## config.mk

```make
export PLATFORM = sky130hd
export DESIGN_NAME = brick_occupancy_bitmap
export DESIGN_NICKNAME = d
export VERILOG_FILES = /design/src/boc_pkg.sv /design/src/brick_occupancy_bitmap.sv /design/src/boc_ram.sv
export VERILOG_INCLUDE_DIRS = /design/src /design/src/src
export SDC_FILE = /design/constraint.sdc
export NUM_CORES = 2
export LEC_CHECK = 0
export BUFFER_PORTS_ARGS = -buffer_cell sky130_fd_sc_hd__buf_2
export CORE_MARGIN = 4
export CORE_UTILIZATION = 55
export DETAILED_ROUTE_END_ITERATION = 7
export MAX_ROUTING_LAYER = met4
export PLACE_DENSITY = 0.68
export SETUP_SLACK_MARGIN = 0.02
export SYNTH_ARGS = -nofsm -noshare
export SYNTH_HDL_FRONTEND = slang
export SYNTH_SLANG_ARGS = --single-unit
```

## constraint.sdc

```tcl
create_clock -name clk -period 22.1 [get_ports clk]
set_clock_uncertainty 0.05 [all_clocks]
set_input_delay 0 -clock clk [delete_from_list [all_inputs] [get_ports clk]]
set_output_delay 0 -clock clk [all_outputs]
set_load 0.01 [all_outputs]
```

## src/brick_occupancy_bitmap_defines.svh

```systemverilog
// ---------------------------------------------------------------------------
// Assertion macros for the brick occupancy bitmap
// Concurrent check wrappers. They compile to nothing when SYNTHESIS is set.
// ---------------------------------------------------------------------------
`ifndef BRICK_OCCUPANCY_BITMAP_DEFINES_SVH
`define BRICK_OCCUPANCY_BITMAP_DEFINES_SVH

`ifndef SYNTHESIS
// same-cycle implication
`define BOC_ASSERT_IMP(lbl, clk, rst_n, ante, cons) \
    lbl: assert property (@(posedge clk) disable iff (!rst_n) (ante) |-> (cons)) \
        else $error("boc assertion failed");
// next-cycle implication
`define BOC_ASSERT_NEXT(lbl, clk, rst_n, ante, cons) \
    lbl: assert property (@(posedge clk) disable iff (!rst_n) (ante) |=> (cons)) \
        else $error("boc assertion failed");
`else
`define BOC_ASSERT_IMP(lbl, clk, rst_n, ante, cons)
`define BOC_ASSERT_NEXT(lbl, clk, rst_n, ante, cons)
`endif

`endif

```

## src/boc_pkg.sv

```systemverilog
// ---------------------------------------------------------------------------
// boc_pkg
// Types and fixed constants of the brick occupancy bitmap.
// ---------------------------------------------------------------------------
package boc_pkg;

    localparam int BITS_PER_BYTE = 8;
    localparam int VOL_W         = 12;
    localparam int EDGE_W        = 7;
    localparam int GRID_W        = 13;
    localparam int IDX_W         = 12;
    localparam int COORD_W       = 12;
    localparam int CFG_IDX_W     = 2;
    localparam int CFG_DATA_W    = 12;
    localparam int S_TDATA_W     = 16;
    localparam int M_TDATA_W     = 40;
    localparam int DIV_STEPS     = 13;
    localparam int DIV_CNT_W     = 4;
    localparam int PROD_W        = 2 * GRID_W;
    localparam int FULL_W        = 3 * GRID_W;

    typedef enum logic [CFG_IDX_W-1:0] {
        REG_VOLUME_SIZE_X = 2'd0,
        REG_VOLUME_SIZE_Y = 2'd1,
        REG_VOLUME_SIZE_Z = 2'd2,
        REG_BRICK_EDGE    = 2'd3
    } cfg_reg_t;

    typedef enum logic [1:0] {
        STATUS_OK       = 2'd0,
        STATUS_RANGE    = 2'd1,
        STATUS_CAPACITY = 2'd2
    } status_t;

    typedef enum logic [3:0] {
        ST_CLEAR,
        ST_IDLE,
        ST_GRID_X,
        ST_GRID_Y,
        ST_GRID_Z,
        ST_MUL_XY,
        ST_MUL_XYZ,
        ST_DIV_X,
        ST_DIV_Y,
        ST_MEM_RD,
        ST_MEM_UPD,
        ST_DONE
    } state_t;

    localparam logic REQ_WRITE_BIT = 1'b1;

endpackage

```

## src/brick_occupancy_bitmap.sv

```systemverilog
// ---------------------------------------------------------------------------
// brick_occupancy_bitmap
// One occupancy bit per brick of a voxel volume, with index decode.
// ---------------------------------------------------------------------------
// Usage:
//   cfg channel  : cfg_valid/cfg_ready with cfg_index and cfg_data write the
//                  volume size x/y/z and the brick edge. cfg_ready is always
//                  high. Each write rederives the brick grid (ceiling divide,
//                  x rounded up to a multiple of 8); s_tready is low meanwhile.
//   s channel    : one transaction is one request: read or write one brick
//                  bit by linear index.
//   m channel    : one transaction per request: stored bit, brick x/y/z and
//                  a status code.
// Sequencing: a request that decodes goes through two passes of the shared
//   radix-2 divider, one RAM read, one RAM update and one output load before
//   m_tvalid; a request that fails the capacity check or meets an empty grid
//   goes straight to the output load. The next request is taken once the
//   previous one has left the sequencer, so requests never overlap.
// Reset: the volume size and brick edge registers go to 1 and the grid to
//   8 x 1 x 1. The occupancy store is then swept to zero, one byte a cycle,
//   with s_tready low; config writes are taken during the sweep.
// Stalls: the output register holds its transaction while m_tready is low;
//   one more request may be accepted and worked, then waits in the sequencer.
// ---------------------------------------------------------------------------
`include "brick_occupancy_bitmap_defines.svh"

module brick_occupancy_bitmap #(
    parameter int MAX_BRICKS = 4096
) (
    input  logic                             clk,
    input  logic                             rst_n,
    // configuration write channel
    input  logic                             cfg_valid,
    output logic                             cfg_ready,
    input  logic [boc_pkg::CFG_IDX_W-1:0]    cfg_index,
    input  logic [boc_pkg::CFG_DATA_W-1:0]   cfg_data,
    // request stream
    input  logic                             s_tvalid,
    output logic                             s_tready,
    input  logic [boc_pkg::S_TDATA_W-1:0]    s_tdata,  // [11:0] brick_index, [12] write_value
    input  logic                             s_tuser,  // [0] req_type
    // result stream
    output logic                             m_tvalid,
    input  logic                             m_tready,
    output logic [boc_pkg::M_TDATA_W-1:0]    m_tdata,  // [0] occupied, [12:1] coord_x,
                                                       // [24:13] coord_y, [36:25] coord_z
    output logic [1:0]                       m_tuser   // [1:0] status
);

    localparam int DEPTH  = MAX_BRICKS / boc_pkg::BITS_PER_BYTE;
    localparam int ADDR_W = $clog2(DEPTH);
    localparam int CNT_W  = $clog2(MAX_BRICKS + 1);
    localparam int GW     = boc_pkg::GRID_W;
    localparam int CW     = boc_pkg::COORD_W;

    boc_pkg::state_t state_reg, state_next;
    logic                          dirty_reg, dirty_next;
    logic [boc_pkg::VOL_W-1:0]     vol_x_reg, vol_y_reg, vol_z_reg;
    logic [boc_pkg::EDGE_W-1:0]    edge_reg;
    logic [GW-1:0]                 gx_reg, gx_next, gy_reg, gy_next, gz_reg, gz_next;
    logic [CNT_W-1:0]              count_reg, count_next;
    logic                          too_big_reg, too_big_next;
    logic [boc_pkg::PROD_W-1:0]    prod_reg, prod_next;
    logic [ADDR_W-1:0]             clr_addr_reg, clr_addr_next;

    // shared divider
    logic [GW-1:0]                 div_rem_reg, div_rem_next;
    logic [GW-1:0]                 div_quo_reg, div_quo_next;
    logic [GW-1:0]                 div_den_reg, div_den_next;
    logic [boc_pkg::DIV_CNT_W-1:0] div_cnt_reg, div_cnt_next;
    logic [GW:0]                   div_shift, div_diff;
    logic                          div_ge, div_last;
    logic [GW-1:0]                 div_rem_step, div_quo_step;

    // request and result working registers
    logic                          req_reg, req_next;
    logic [boc_pkg::IDX_W-1:0]     idx_reg, idx_next;
    logic                          wval_reg, wval_next;
    logic [CW-1:0]                 cx_reg, cx_next, cy_reg, cy_next, cz_reg, cz_next;
    logic                          occ_reg, occ_next;
    boc_pkg::status_t              status_reg, status_next;

    // output register
    logic                          m_tvalid_reg, m_tvalid_next;
    logic [boc_pkg::M_TDATA_W-1:0] m_tdata_reg, m_tdata_next;
    logic [1:0]                    m_tuser_reg, m_tuser_next;

    // multiplier and RAM hookup
    logic [boc_pkg::PROD_W-1:0]    mul_a;
    logic [GW-1:0]                 mul_b;
    logic [boc_pkg::FULL_W-1:0]    mul_p;
    logic                          ram_wr_en, ram_rd_en;
    logic [ADDR_W-1:0]             ram_wr_addr, ram_rd_addr, byte_addr;
    logic [boc_pkg::BITS_PER_BYTE-1:0] ram_wr_data, ram_rd_data, bit_mask, new_byte;
    logic                          cfg_write;
    logic [GW-1:0]                 ceil_y, ceil_z, ceil_x;

    assign cfg_ready = 1'b1;
    assign cfg_write = cfg_valid & cfg_ready;
    assign s_tready  = (state_reg == boc_pkg::ST_IDLE) && !dirty_reg;
    assign m_tvalid  = m_tvalid_reg;
    assign m_tdata   = m_tdata_reg;
    assign m_tuser   = m_tuser_reg;

    // ceiling-divide dividends: size + edge - 1
    assign ceil_x = {1'b0, vol_x_reg} + GW'(edge_reg) - GW'(1);
    assign ceil_y = {1'b0, vol_y_reg} + GW'(edge_reg) - GW'(1);
    assign ceil_z = {1'b0, vol_z_reg} + GW'(edge_reg) - GW'(1);

    // one restoring step per cycle, MSB first
    assign div_shift    = {div_rem_reg, div_quo_reg[GW-1]};
    assign div_ge       = div_shift >= {1'b0, div_den_reg};
    assign div_diff     = div_shift - {1'b0, div_den_reg};
    assign div_rem_step = div_ge ? GW'(div_diff) : GW'(div_shift);
    assign div_quo_step = {div_quo_reg[GW-2:0], div_ge};
    assign div_last     = div_cnt_reg == boc_pkg::DIV_CNT_W'(boc_pkg::DIV_STEPS - 1);

    // shared multiplier: gx*gy, then (gx*gy)*gz
    always_comb
    begin
        if (state_reg == boc_pkg::ST_MUL_XY)
        begin
            mul_a = boc_pkg::PROD_W'(gx_reg);
            mul_b = gy_reg;
        end
        else
        begin
            mul_a = prod_reg;
            mul_b = gz_reg;
        end
        mul_p = mul_a * mul_b;
    end

    // byte and bit of the addressed brick
    assign byte_addr   = ADDR_W'(idx_reg >> 3);
    assign bit_mask    = boc_pkg::BITS_PER_BYTE'(1) << idx_reg[2:0];
    assign new_byte    = (req_reg != boc_pkg::REQ_WRITE_BIT) ? ram_rd_data :
                         (wval_reg ? (ram_rd_data | bit_mask) : (ram_rd_data & ~bit_mask));
    assign ram_rd_en   = state_reg == boc_pkg::ST_MEM_RD;
    assign ram_rd_addr = byte_addr;
    assign ram_wr_en   = (state_reg == boc_pkg::ST_CLEAR) ||
                         ((state_reg == boc_pkg::ST_MEM_UPD) && req_reg);
    assign ram_wr_addr = (state_reg == boc_pkg::ST_CLEAR) ? clr_addr_reg : byte_addr;
    assign ram_wr_data = (state_reg == boc_pkg::ST_CLEAR) ? '0 : new_byte;

    boc_ram #(
        .WIDTH (boc_pkg::BITS_PER_BYTE),
        .DEPTH (DEPTH)
    ) u_store (
        .clk     (clk),
        .wr_en   (ram_wr_en),
        .wr_addr (ram_wr_addr),
        .wr_data (ram_wr_data),
        .rd_en   (ram_rd_en),
        .rd_addr (ram_rd_addr),
        .rd_data (ram_rd_data)
    );

    // configuration registers
    always_ff @(posedge clk or negedge rst_n)
    begin
        if (!rst_n)
        begin
            vol_x_reg <= boc_pkg::VOL_W'(1);
            vol_y_reg <= boc_pkg::VOL_W'(1);
            vol_z_reg <= boc_pkg::VOL_W'(1);
            edge_reg  <= boc_pkg::EDGE_W'(1);
        end
        else if (cfg_write)
        begin
            unique case (boc_pkg::cfg_reg_t'(cfg_index))
                boc_pkg::REG_VOLUME_SIZE_X: vol_x_reg <= cfg_data;
                boc_pkg::REG_VOLUME_SIZE_Y: vol_y_reg <= cfg_data;
                boc_pkg::REG_VOLUME_SIZE_Z: vol_z_reg <= cfg_data;
                boc_pkg::REG_BRICK_EDGE:    edge_reg  <= cfg_data[boc_pkg::EDGE_W-1:0];
                default:                    vol_x_reg <= vol_x_reg;
            endcase
        end
    end

    // sequencer state and datapath registers
    always_ff @(posedge clk or negedge rst_n)
    begin
        if (!rst_n)
        begin
            state_reg    <= boc_pkg::ST_CLEAR;
            dirty_reg    <= 1'b0;
            gx_reg       <= GW'(8);
            gy_reg       <= GW'(1);
            gz_reg       <= GW'(1);
            count_reg    <= CNT_W'(8);
            too_big_reg  <= 1'b0;
            clr_addr_reg <= '0;
            div_cnt_reg  <= '0;
            m_tvalid_reg <= 1'b0;
        end
        else
        begin
            state_reg    <= state_next;
            dirty_reg    <= dirty_next;
            gx_reg       <= gx_next;
            gy_reg       <= gy_next;
            gz_reg       <= gz_next;
            count_reg    <= count_next;
            too_big_reg  <= too_big_next;
            clr_addr_reg <= clr_addr_next;
            div_cnt_reg  <= div_cnt_next;
            m_tvalid_reg <= m_tvalid_next;
        end
    end

    // payload registers, no reset
    always_ff @(posedge clk)
    begin
        prod_reg    <= prod_next;
        div_rem_reg <= div_rem_next;
        div_quo_reg <= div_quo_next;
        div_den_reg <= div_den_next;
        req_reg     <= req_next;
        idx_reg     <= idx_next;
        wval_reg    <= wval_next;
        cx_reg      <= cx_next;
        cy_reg      <= cy_next;
        cz_reg      <= cz_next;
        occ_reg     <= occ_next;
        status_reg  <= status_next;
        m_tdata_reg <= m_tdata_next;
        m_tuser_reg <= m_tuser_next;
    end

    always_comb
    begin
        state_next    = state_reg;
        dirty_next    = dirty_reg;
        gx_next       = gx_reg;
        gy_next       = gy_reg;
        gz_next       = gz_reg;
        count_next    = count_reg;
        too_big_next  = too_big_reg;
        prod_next     = prod_reg;
        clr_addr_next = clr_addr_reg;
        div_rem_next  = div_rem_reg;
        div_quo_next  = div_quo_reg;
        div_den_next  = div_den_reg;
        div_cnt_next  = div_cnt_reg;
        req_next      = req_reg;
        idx_next      = idx_reg;
        wval_next     = wval_reg;
        cx_next       = cx_reg;
        cy_next       = cy_reg;
        cz_next       = cz_reg;
        occ_next      = occ_reg;
        status_next   = status_reg;
        m_tvalid_next = m_tvalid_reg;
        m_tdata_next  = m_tdata_reg;
        m_tuser_next  = m_tuser_reg;

        if (m_tvalid_reg && m_tready)
        begin
            m_tvalid_next = 1'b0;
        end

        // division states step the divider; the last step is handled per state
        if ((state_reg == boc_pkg::ST_GRID_X) || (state_reg == boc_pkg::ST_GRID_Y) ||
            (state_reg == boc_pkg::ST_GRID_Z) || (state_reg == boc_pkg::ST_DIV_X) ||
            (state_reg == boc_pkg::ST_DIV_Y))
        begin
            div_rem_next = div_rem_step;
            div_quo_next = div_quo_step;
            div_cnt_next = div_cnt_reg + boc_pkg::DIV_CNT_W'(1);
        end

        unique case (state_reg)
            boc_pkg::ST_CLEAR:
            begin
                clr_addr_next = clr_addr_reg + ADDR_W'(1);
                if (clr_addr_reg == ADDR_W'(DEPTH - 1))
                begin
                    state_next = boc_pkg::ST_IDLE;
                end
            end
            boc_pkg::ST_IDLE:
            begin
                if (dirty_reg)
                begin
                    dirty_next = 1'b0;
                    if (edge_reg == '0)
                    begin
                        // grid cannot be formed
                        gx_next      = '0;
                        gy_next      = '0;
                        gz_next      = '0;
                        count_next   = '0;
                        too_big_next = 1'b1;
                    end
                    else
                    begin
                        div_rem_next = '0;
                        div_quo_next = ceil_x;
                        div_den_next = GW'(edge_reg);
                        div_cnt_next = '0;
                        state_next   = boc_pkg::ST_GRID_X;
                    end
                end
                else if (s_tvalid)
                begin
                    req_next  = s_tuser;
                    idx_next  = s_tdata[boc_pkg::IDX_W-1:0];
                    wval_next = s_tdata[boc_pkg::IDX_W];
                    occ_next  = 1'b0;
                    cx_next   = '0;
                    cy_next   = '0;
                    cz_next   = '0;
                    if (too_big_reg)
                    begin
                        status_next = boc_pkg::STATUS_CAPACITY;
                        state_next  = boc_pkg::ST_DONE;
                    end
                    else if ((gx_reg == '0) || (gy_reg == '0))
                    begin
                        // empty grid: nothing to decode, every index out of range
                        status_next = boc_pkg::STATUS_RANGE;
                        state_next  = boc_pkg::ST_DONE;
                    end
                    else
                    begin
                        div_rem_next = '0;
                        div_quo_next = GW'(s_tdata[boc_pkg::IDX_W-1:0]);
                        div_den_next = gx_reg;
                        div_cnt_next = '0;
                        state_next   = boc_pkg::ST_DIV_X;
                    end
                end
            end
            boc_pkg::ST_GRID_X:
            begin
                if (div_last)
                begin
                    // round x count up to a whole byte
                    gx_next      = GW'((div_quo_step + GW'(7)) & ~GW'(7));
                    div_rem_next = '0;
                    div_quo_next = ceil_y;
                    div_den_next = GW'(edge_reg);
                    div_cnt_next = '0;
                    state_next   = boc_pkg::ST_GRID_Y;
                end
            end
            boc_pkg::ST_GRID_Y:
            begin
                if (div_last)
                begin
                    gy_next      = div_quo_step;
                    div_rem_next = '0;
                    div_quo_next = ceil_z;
                    div_den_next = GW'(edge_reg);
                    div_cnt_next = '0;
                    state_next   = boc_pkg::ST_GRID_Z;
                end
            end
            boc_pkg::ST_GRID_Z:
            begin
                if (div_last)
                begin
                    gz_next    = div_quo_step;
                    state_next = boc_pkg::ST_MUL_XY;
                end
            end
            boc_pkg::ST_MUL_XY:
            begin
                prod_next  = boc_pkg::PROD_W'(mul_p);
                state_next = boc_pkg::ST_MUL_XYZ;
            end
            boc_pkg::ST_MUL_XYZ:
            begin
                too_big_next = mul_p > boc_pkg::FULL_W'(MAX_BRICKS);
                count_next   = (mul_p > boc_pkg::FULL_W'(MAX_BRICKS)) ? '0 : CNT_W'(mul_p);
                state_next   = boc_pkg::ST_IDLE;
            end
            boc_pkg::ST_DIV_X:
            begin
                if (div_last)
                begin
                    // x = i mod gx; then (i / gx) splits into y and z by gy
                    cx_next      = CW'(div_rem_step);
                    div_rem_next = '0;
                    div_quo_next = div_quo_step;
                    div_den_next = gy_reg;
                    div_cnt_next = '0;
                    state_next   = boc_pkg::ST_DIV_Y;
                end
            end
            boc_pkg::ST_DIV_Y:
            begin
                if (div_last)
                begin
                    cy_next = CW'(div_rem_step);
                    cz_next = CW'(div_quo_step);
                    if (32'(idx_reg) >= 32'(count_reg))
                    begin
                        status_next = boc_pkg::STATUS_RANGE;
                        state_next  = boc_pkg::ST_DONE;
                    end
                    else
                    begin
                        status_next = boc_pkg::STATUS_OK;
                        state_next  = boc_pkg::ST_MEM_RD;
                    end
                end
            end
            boc_pkg::ST_MEM_RD:
            begin
                state_next = boc_pkg::ST_MEM_UPD;
            end
            boc_pkg::ST_MEM_UPD:
            begin
                occ_next   = |(new_byte & bit_mask);
                state_next = boc_pkg::ST_DONE;
            end
            boc_pkg::ST_DONE:
            begin
                if (!m_tvalid_reg || m_tready)
                begin
                    m_tvalid_next = 1'b1;
                    m_tdata_next  = {3'b000, cz_reg, cy_reg, cx_reg, occ_reg};
                    m_tuser_next  = status_reg;
                    state_next    = boc_pkg::ST_IDLE;
                end
            end
            default:
            begin
                state_next = boc_pkg::ST_IDLE;
            end
        endcase

        if (cfg_write)
        begin
            dirty_next = 1'b1;
        end
    end

    // checks
    `BOC_ASSERT_NEXT(a_accept_leaves_idle, clk, rst_n, s_tvalid && s_tready,
        state_reg != boc_pkg::ST_IDLE)
    `BOC_ASSERT_IMP(a_store_write_source, clk, rst_n, ram_wr_en,
        (state_reg == boc_pkg::ST_CLEAR) || ((state_reg == boc_pkg::ST_MEM_UPD) && req_reg))
    `BOC_ASSERT_IMP(a_oversize_no_count, clk, rst_n, too_big_reg, count_reg == '0)
    `BOC_ASSERT_IMP(a_capacity_zero_data, clk, rst_n,
        m_tvalid && (m_tuser == boc_pkg::STATUS_CAPACITY), m_tdata == '0)

endmodule

```

## src/boc_ram.sv

```systemverilog
// ---------------------------------------------------------------------------
// boc_ram
// Generic single-write, single-read RAM with registered read data.
// ---------------------------------------------------------------------------
module boc_ram #(
    parameter int WIDTH = 8,
    parameter int DEPTH = 512
) (
    input  logic                     clk,
    input  logic                     wr_en,
    input  logic [$clog2(DEPTH)-1:0] wr_addr,
    input  logic [WIDTH-1:0]         wr_data,
    input  logic                     rd_en,
    input  logic [$clog2(DEPTH)-1:0] rd_addr,
    output logic [WIDTH-1:0]         rd_data
);

    logic [WIDTH-1:0] mem [DEPTH];

    always_ff @(posedge clk)
    begin
        if (wr_en)
        begin
            mem[wr_addr] <= wr_data;
        end
        if (rd_en)
        begin
            rd_data <= mem[rd_addr];
        end
    end

endmodule
```

# After elaboration in Yosys (flattened, before gate mapping)
# Memories as Yosys holds them, arrays and structs flattened. A register that Yosys moved wholly into a read port is not among the register bits.
# Cells that the tools add are included.
# word_totals
ff_bits	272
mem_bits_rw	4096
in_bits	36
elab_cells	218
mem_count	1
# classes
addsub	10
mul	1
n_lt_le_gt_ge	3
n_eq_ne	33
shifts	1
muxes	91
bitwise_logic	5
reduce_logical	45
# mem_list
name	words	word_bits	rd	rd_clocked_by_memory_dff	write_ports	line_no	rtl
u_store.mem	512	8	1	1	1	boc_ram.sv:18	logic [WIDTH-1:0] mem [DEPTH];
# op_table
operator	n
2-to-1 mux 13 bit	30
case mux 13 bit (2 select lines)	5
2-to-1 mux 4 bit	19
case mux 12 bit (2 select lines)	3
case mux 13 bit (4 select lines)	1
2-to-1 mux 12 bit	4
case mux 4 bit (11 select lines)	1
adder 12 x 7 -> 13 bit	3
greater-than comparator 39 x 13 -> 1 bit, second input constant	1
multiplier 26 x 13 -> 39 bit	1
case mux 13 bit (3 select lines)	1
subtractor 13 x 1 -> 13 bit, second input constant	3
zero test 13 bit	2
2-to-1 mux 26 bit	1
2-to-1 mux 8 bit	3
== test 4 bit, second input constant	5
AND reduction 4 bit	5
inequality test 2 bit, second input constant	9
bitwise AND 8 bit	2
== test 4 x 3 -> 1 bit, second input constant	4
nonzero test 2 bit	8
greater-or-equal comparator 14 x 13 -> 1 bit	1
adder 13 x 3 -> 13 bit, second input constant	1
greater-or-equal comparator 12 x 13 -> 1 bit	1
36 further kinds	75

# Logic depth before layout (Yosys ltp)
# depth
ltp_word	11
ltp_mapped	30
ltp_nobuf	26

# By module
# A second synthesis with hierarchy kept.
# unflattened
hier_cells	10777
hier_area_um2	185596.8
# by_module_without_submodules
module	instances	cells_each	area_per_inst_um2	seq_area_each_um2
boc_ram	1	8030	160007.2	123238.2
brick_occupancy_bitmap	1	2747	25589.5	7267.0

# Least setup slack after synthesis
# Ideal clock, no wire load.
# synth_path
path_kind	reg2reg
from	reg state_reg[1]
to	mem u_store.mem[0][0], data pin
setup_ps	2576
t_arrival_ps	13007
required_ps	19474
slack_ps	6467
stages_incl_launch_ff	6
n_path_buf	3
synth_period_minus_slack_ps	15633
cell_sequence	dfrtp_1 -> clkbuf_1 -> nor4_1 -> clkbuf_1 -> clkbuf_1 -> nor2_1
# synth_via
elab_chain_len	2
# synth_lines
element	line_no	rtl
start, declared	brick_occupancy_bitmap.sv:56	boc_pkg::state_t state_reg, state_next;
start signal, assigned	brick_occupancy_bitmap.sv:186	state_reg <= boc_pkg::ST_CLEAR;
start signal, assigned	brick_occupancy_bitmap.sv:199	state_reg <= state_next;
zero test 4 bit	brick_occupancy_bitmap.sv:144	assign ram_wr_data = (state_reg == boc_pkg::ST_CLEAR) ? '0 : new_byte;
2-to-1 mux 8 bit	brick_occupancy_bitmap.sv:144	
named net ram_wr_data (one bit)	brick_occupancy_bitmap.sv:94	logic [boc_pkg::BITS_PER_BYTE-1:0] ram_wr_data, ram_rd_data, bit_mask, new_byte;
end, declared	boc_ram.sv:18	
# The timed path passes the listed nets, and every way through them passes these cells.

# Final worst setup path
# layout_path
from	reg state_reg[0]
to	reg count_reg[2]
# layout_via
elab_chain_len	6
elab_cells_between_ends	13
# layout_lines
element	line_no	rtl
== test 4 x 3 -> 1 bit	brick_occupancy_bitmap.sv:121	if (state_reg == boc_pkg::ST_MUL_XY)
2-to-1 mux 26 bit or 2-to-1 mux 13 bit (tied branches)	brick_occupancy_bitmap.sv:121	
multiplier 26 x 13 -> 39 bit	brick_occupancy_bitmap.sv:131	mul_p = mul_a * mul_b;
greater-than comparator 39 x 13 -> 1 bit	brick_occupancy_bitmap.sv:376	count_next = (mul_p > boc_pkg::FULL_W'(MAX_BRICKS)) ? '0 : CNT_W'(mul_p);
2-to-1 mux 13 bit	brick_occupancy_bitmap.sv:376	
case mux 13 bit (2 select lines)	brick_occupancy_bitmap.sv:273	unique case (state_reg)
end signal, assigned	brick_occupancy_bitmap.sv:204	count_reg <= count_next;
end, declared	brick_occupancy_bitmap.sv:61	logic [CNT_W-1:0] count_reg, count_next;
# Several ways; a longest one is shown, not always the timed one.
# A chain may end at the register's enable or synchronous reset.

==> run metrics <==
total of flip-flops plus latches after synthesis=approximately 4400; final net count=slightly below 10000; post-CTS setup-driven buffer insertion count=0; number of distinct standard cells referenced by the synthesized netlist=80; via count of the first global-routing pass=about 90000; count of pins over their slew limit=0; P_int=~15 mW; Worst setup SP type=flop; area growth from synthesis to layout=11.0%; number of clock sinks=4373; FF-to-FF Start=state_reg[0]; Reg-to-Reg End=count_reg[2]; power share of the clock group=0.367; worst endpoint required time=between 20000 and 25000 ps; Reg power frac=0.503; routability cong.=0.904; via-per-instance ratio=6.36; chip width=585 um; switching power of the nets=5.11 mW; global-route wire length before repair=635000 um; Placement Rows=about 210; ratio of total power to cell area=98.0 nW/um^2; Crit. End Element=flop; maximum fanout encountered on the critical timing path=95; number of flip-flops in the largest register=4096; top layer used by detailed routing=met4; relative slew slack=0.111; number of placed I/O pins=81; total wire length=429000 um; final hold viol count=0; synthesized netlist cell count=9217; Routed Antenna Nets=0; maximum number of pins on one net before global-route repair=233; master cell of the clock root buffer=clkbuf_16; Vias=90069; Port Buffers=73; final period utilization=0.466; switching power as a share of total power=0.257; critical path class=reg2reg; placed wire-length estimate after detailed placement=259000 um; metal1 wirelength=between 150000 and 200000 um; TritonCTS clock tree=built; Tot GR Track Use=0.261; average cell area after synthesis=19.9 um^2; Congestion Overflow GR=0; TNS Setup=0 ps; run status=finished clean; DRC violation count after routing=0; proportion of synthesized flip-flops having asynchronous set or reset=0.0256; Worst Reg-to-Reg Cells=23; biggest area consumer among synthesized cells=edfxtp_1; fmax=between 90 and 100 MHz; arrival time of the worst setup path=11020 ps; classification of the worst-slack hold path=in2async; Skew-Pair Late Insertion Delay=970 ps; Core Box Area=331000 um^2; average wire length per cell after detail routing=between 30 and 40 um; detailed-routed wire length on met2=205000 um; cell area after synthesis=about 180000 um^2; synth warn=0; fraction of final layout cells sized beyond drive strength 1=0.236; Die Footprint=~340000 um^2; first-pass detailed-route iteration total=7; area share of the largest cell type after synthesis=0.694; Static Leak=66.8 nW; actual transition at the worst max-transition pin=1320 ps; top flip-flop cell by instance count after synthesis=edfxtp_1; number of DRC markers after the initial detailed-route iteration=roughly 10000; clock buffer count from CTS=between 400 and 500; setup repair after global routing missed its margin=false; setup slack after layout=11810 ps; antenna violations before repair=17; final critical path time including I/O delays and setup=just over 10000 ps; clock edge transition at the registers on the reported setup and hold paths=60 ps; Clock H-tree levels=5; Logic pwr share=0.130; EDFF count, synth=4235; wire length on met3=approximately 37000 um; VDD IR-drop max=0.149 mV; Initial Util=0.554; flop2flop setup slack=~12000 ps; vertical die dimension=585 um; pre-CTS worst setup slack=between 10000 and 15000 ps; most used standard cell by instance count after synthesis=edfxtp_1; sequential share of the synthesized area=0.712; number of endpoints failing setup at the final stage=0; main area contributors after synthesis=edfxtp_1, mux4_2, fa_1; Post-synth top cells=edfxtp_1, mux4_2, nor2_1; max-cap check violation count=0; buffers from clock root to sink, at most=4
[repair_timing]
item	4_1_cts	5_1_grt
endpoints found under the hold margin	275	0
resized for setup	0	0
hold buffers	75	0
[worst max-delay path by stage]
stage / slack (ps) / cells past startpoint / endpoint / start
2_1_floorplan: 6470 / 5 / u_store.mem[0][0] / state_reg[1]
3_3_place_gp: 12060 / 23 / count_reg[3] / state_reg[0]
3_5_place_dp: 12010 / 24 / count_reg[2] / state_reg[1]
4_1_cts: 11890 / 24 / count_reg[2] / state_reg[1]
5_1_grt: 11140 / 24 / count_reg[4] / state_reg[1]
6_report: 11810 / 23 / count_reg[2] / state_reg[0]
[critical path, cell delays in order (launching register included)]
cell and delay, ps:
dfrtp_1 870, nand4bb_4 670, buf_4 600, and2_1 520, a21oi_1 760, nor2_1 170, fa_1 590, fa_1 450
fa_1 490, fa_1 520, inv_1 60, fa_1 480, inv_1 50, ha_1 470, a21oi_1 170, o21ai_0 400
nor2_1 110, o21a_1 170, o41ai_1 550, a311o_1 310, xor2_1 90, nor4_1 300, nand3_1 650, o31ai_1 480
[routing by layer]
layer	vias up	global-route usage
li1	37331	-
met1	47869	0.374
met2	4129	0.393
met3	740	0.0439
met4	0	0.0768
met5	-	-
[logic make-up after synthesis]
kind of cell               Yosys count  share of synthesized area
buffers and inverters             1004                     0.0213
DFF                               4373                      0.712
xor gates and xnor gates            79                    0.00385
and+or+nand+nor                   1406                     0.0330
other                                2                  0.0000410
adders and majority gates          435                     0.0407
muxes                             1441                      0.172
AOI/OAI and AO/OA                  477                     0.0170
[power groups by stage]
stage	sequential (mW)	clock, mW	combinational (mW)
6_report	10.0	7.31	2.59
5_1_grt	10.0	7.79	2.80
4_1_cts	10.0	7.41	2.60
3_5_place_dp	10.2	0	2.58
3_3_place_gp	10.2	0	2.47
2_1_floorplan	10.6	0	1.56
[stage by stage]
stage | hold slack (ps) | util | power, mW | area (um^2) | cells
floorplan | -346 | - | 12.2 | 183000 | 9219
global placement | -24.9 | 0.570 | 12.7 | 189000 | 13286
detailed placement | -12.8 | 0.570 | 12.8 | 189000 | 13286
CTS | 8.86 | 0.614 | 20.0 | 203000 | 14156
global route | 73.8 | 0.614 | 20.6 | 203000 | 14166
finish | 108 | 0.615 | 19.9 | 203000 | 14169
[area by class of cell]
type,count,area [um^2]
Antenna cell,13,32.5
Clock buffer,518,11300
Clock inverter,277,2790
Fill cell,22877,128000
Inverter,473,1780
Multi-Input combinational cell,3842,49100
Sequential cell,4373,131000
Tap cell,4366,5460
Timing Repair Buffer,307,2450
[cells in the final DEF (no fill, tap or decap), types with 74 or more instances in the layout]
master	n
and3_1	98
dlygate4sd3_1	74
clkbuf_16	439
a21oi_1	104
dfrtp_1	104
inv_1	470
mux4_2	1360
clkbuf_1	77
fa_1	268
clkinv_1	102
o21ai_0	116
ha_1	167
clkinv_2	90
buf_4	150
edfxtp_1	4235
nand2_1	374
nor2_1	685
No activity file was read; power rests on OpenSTA's default activity.
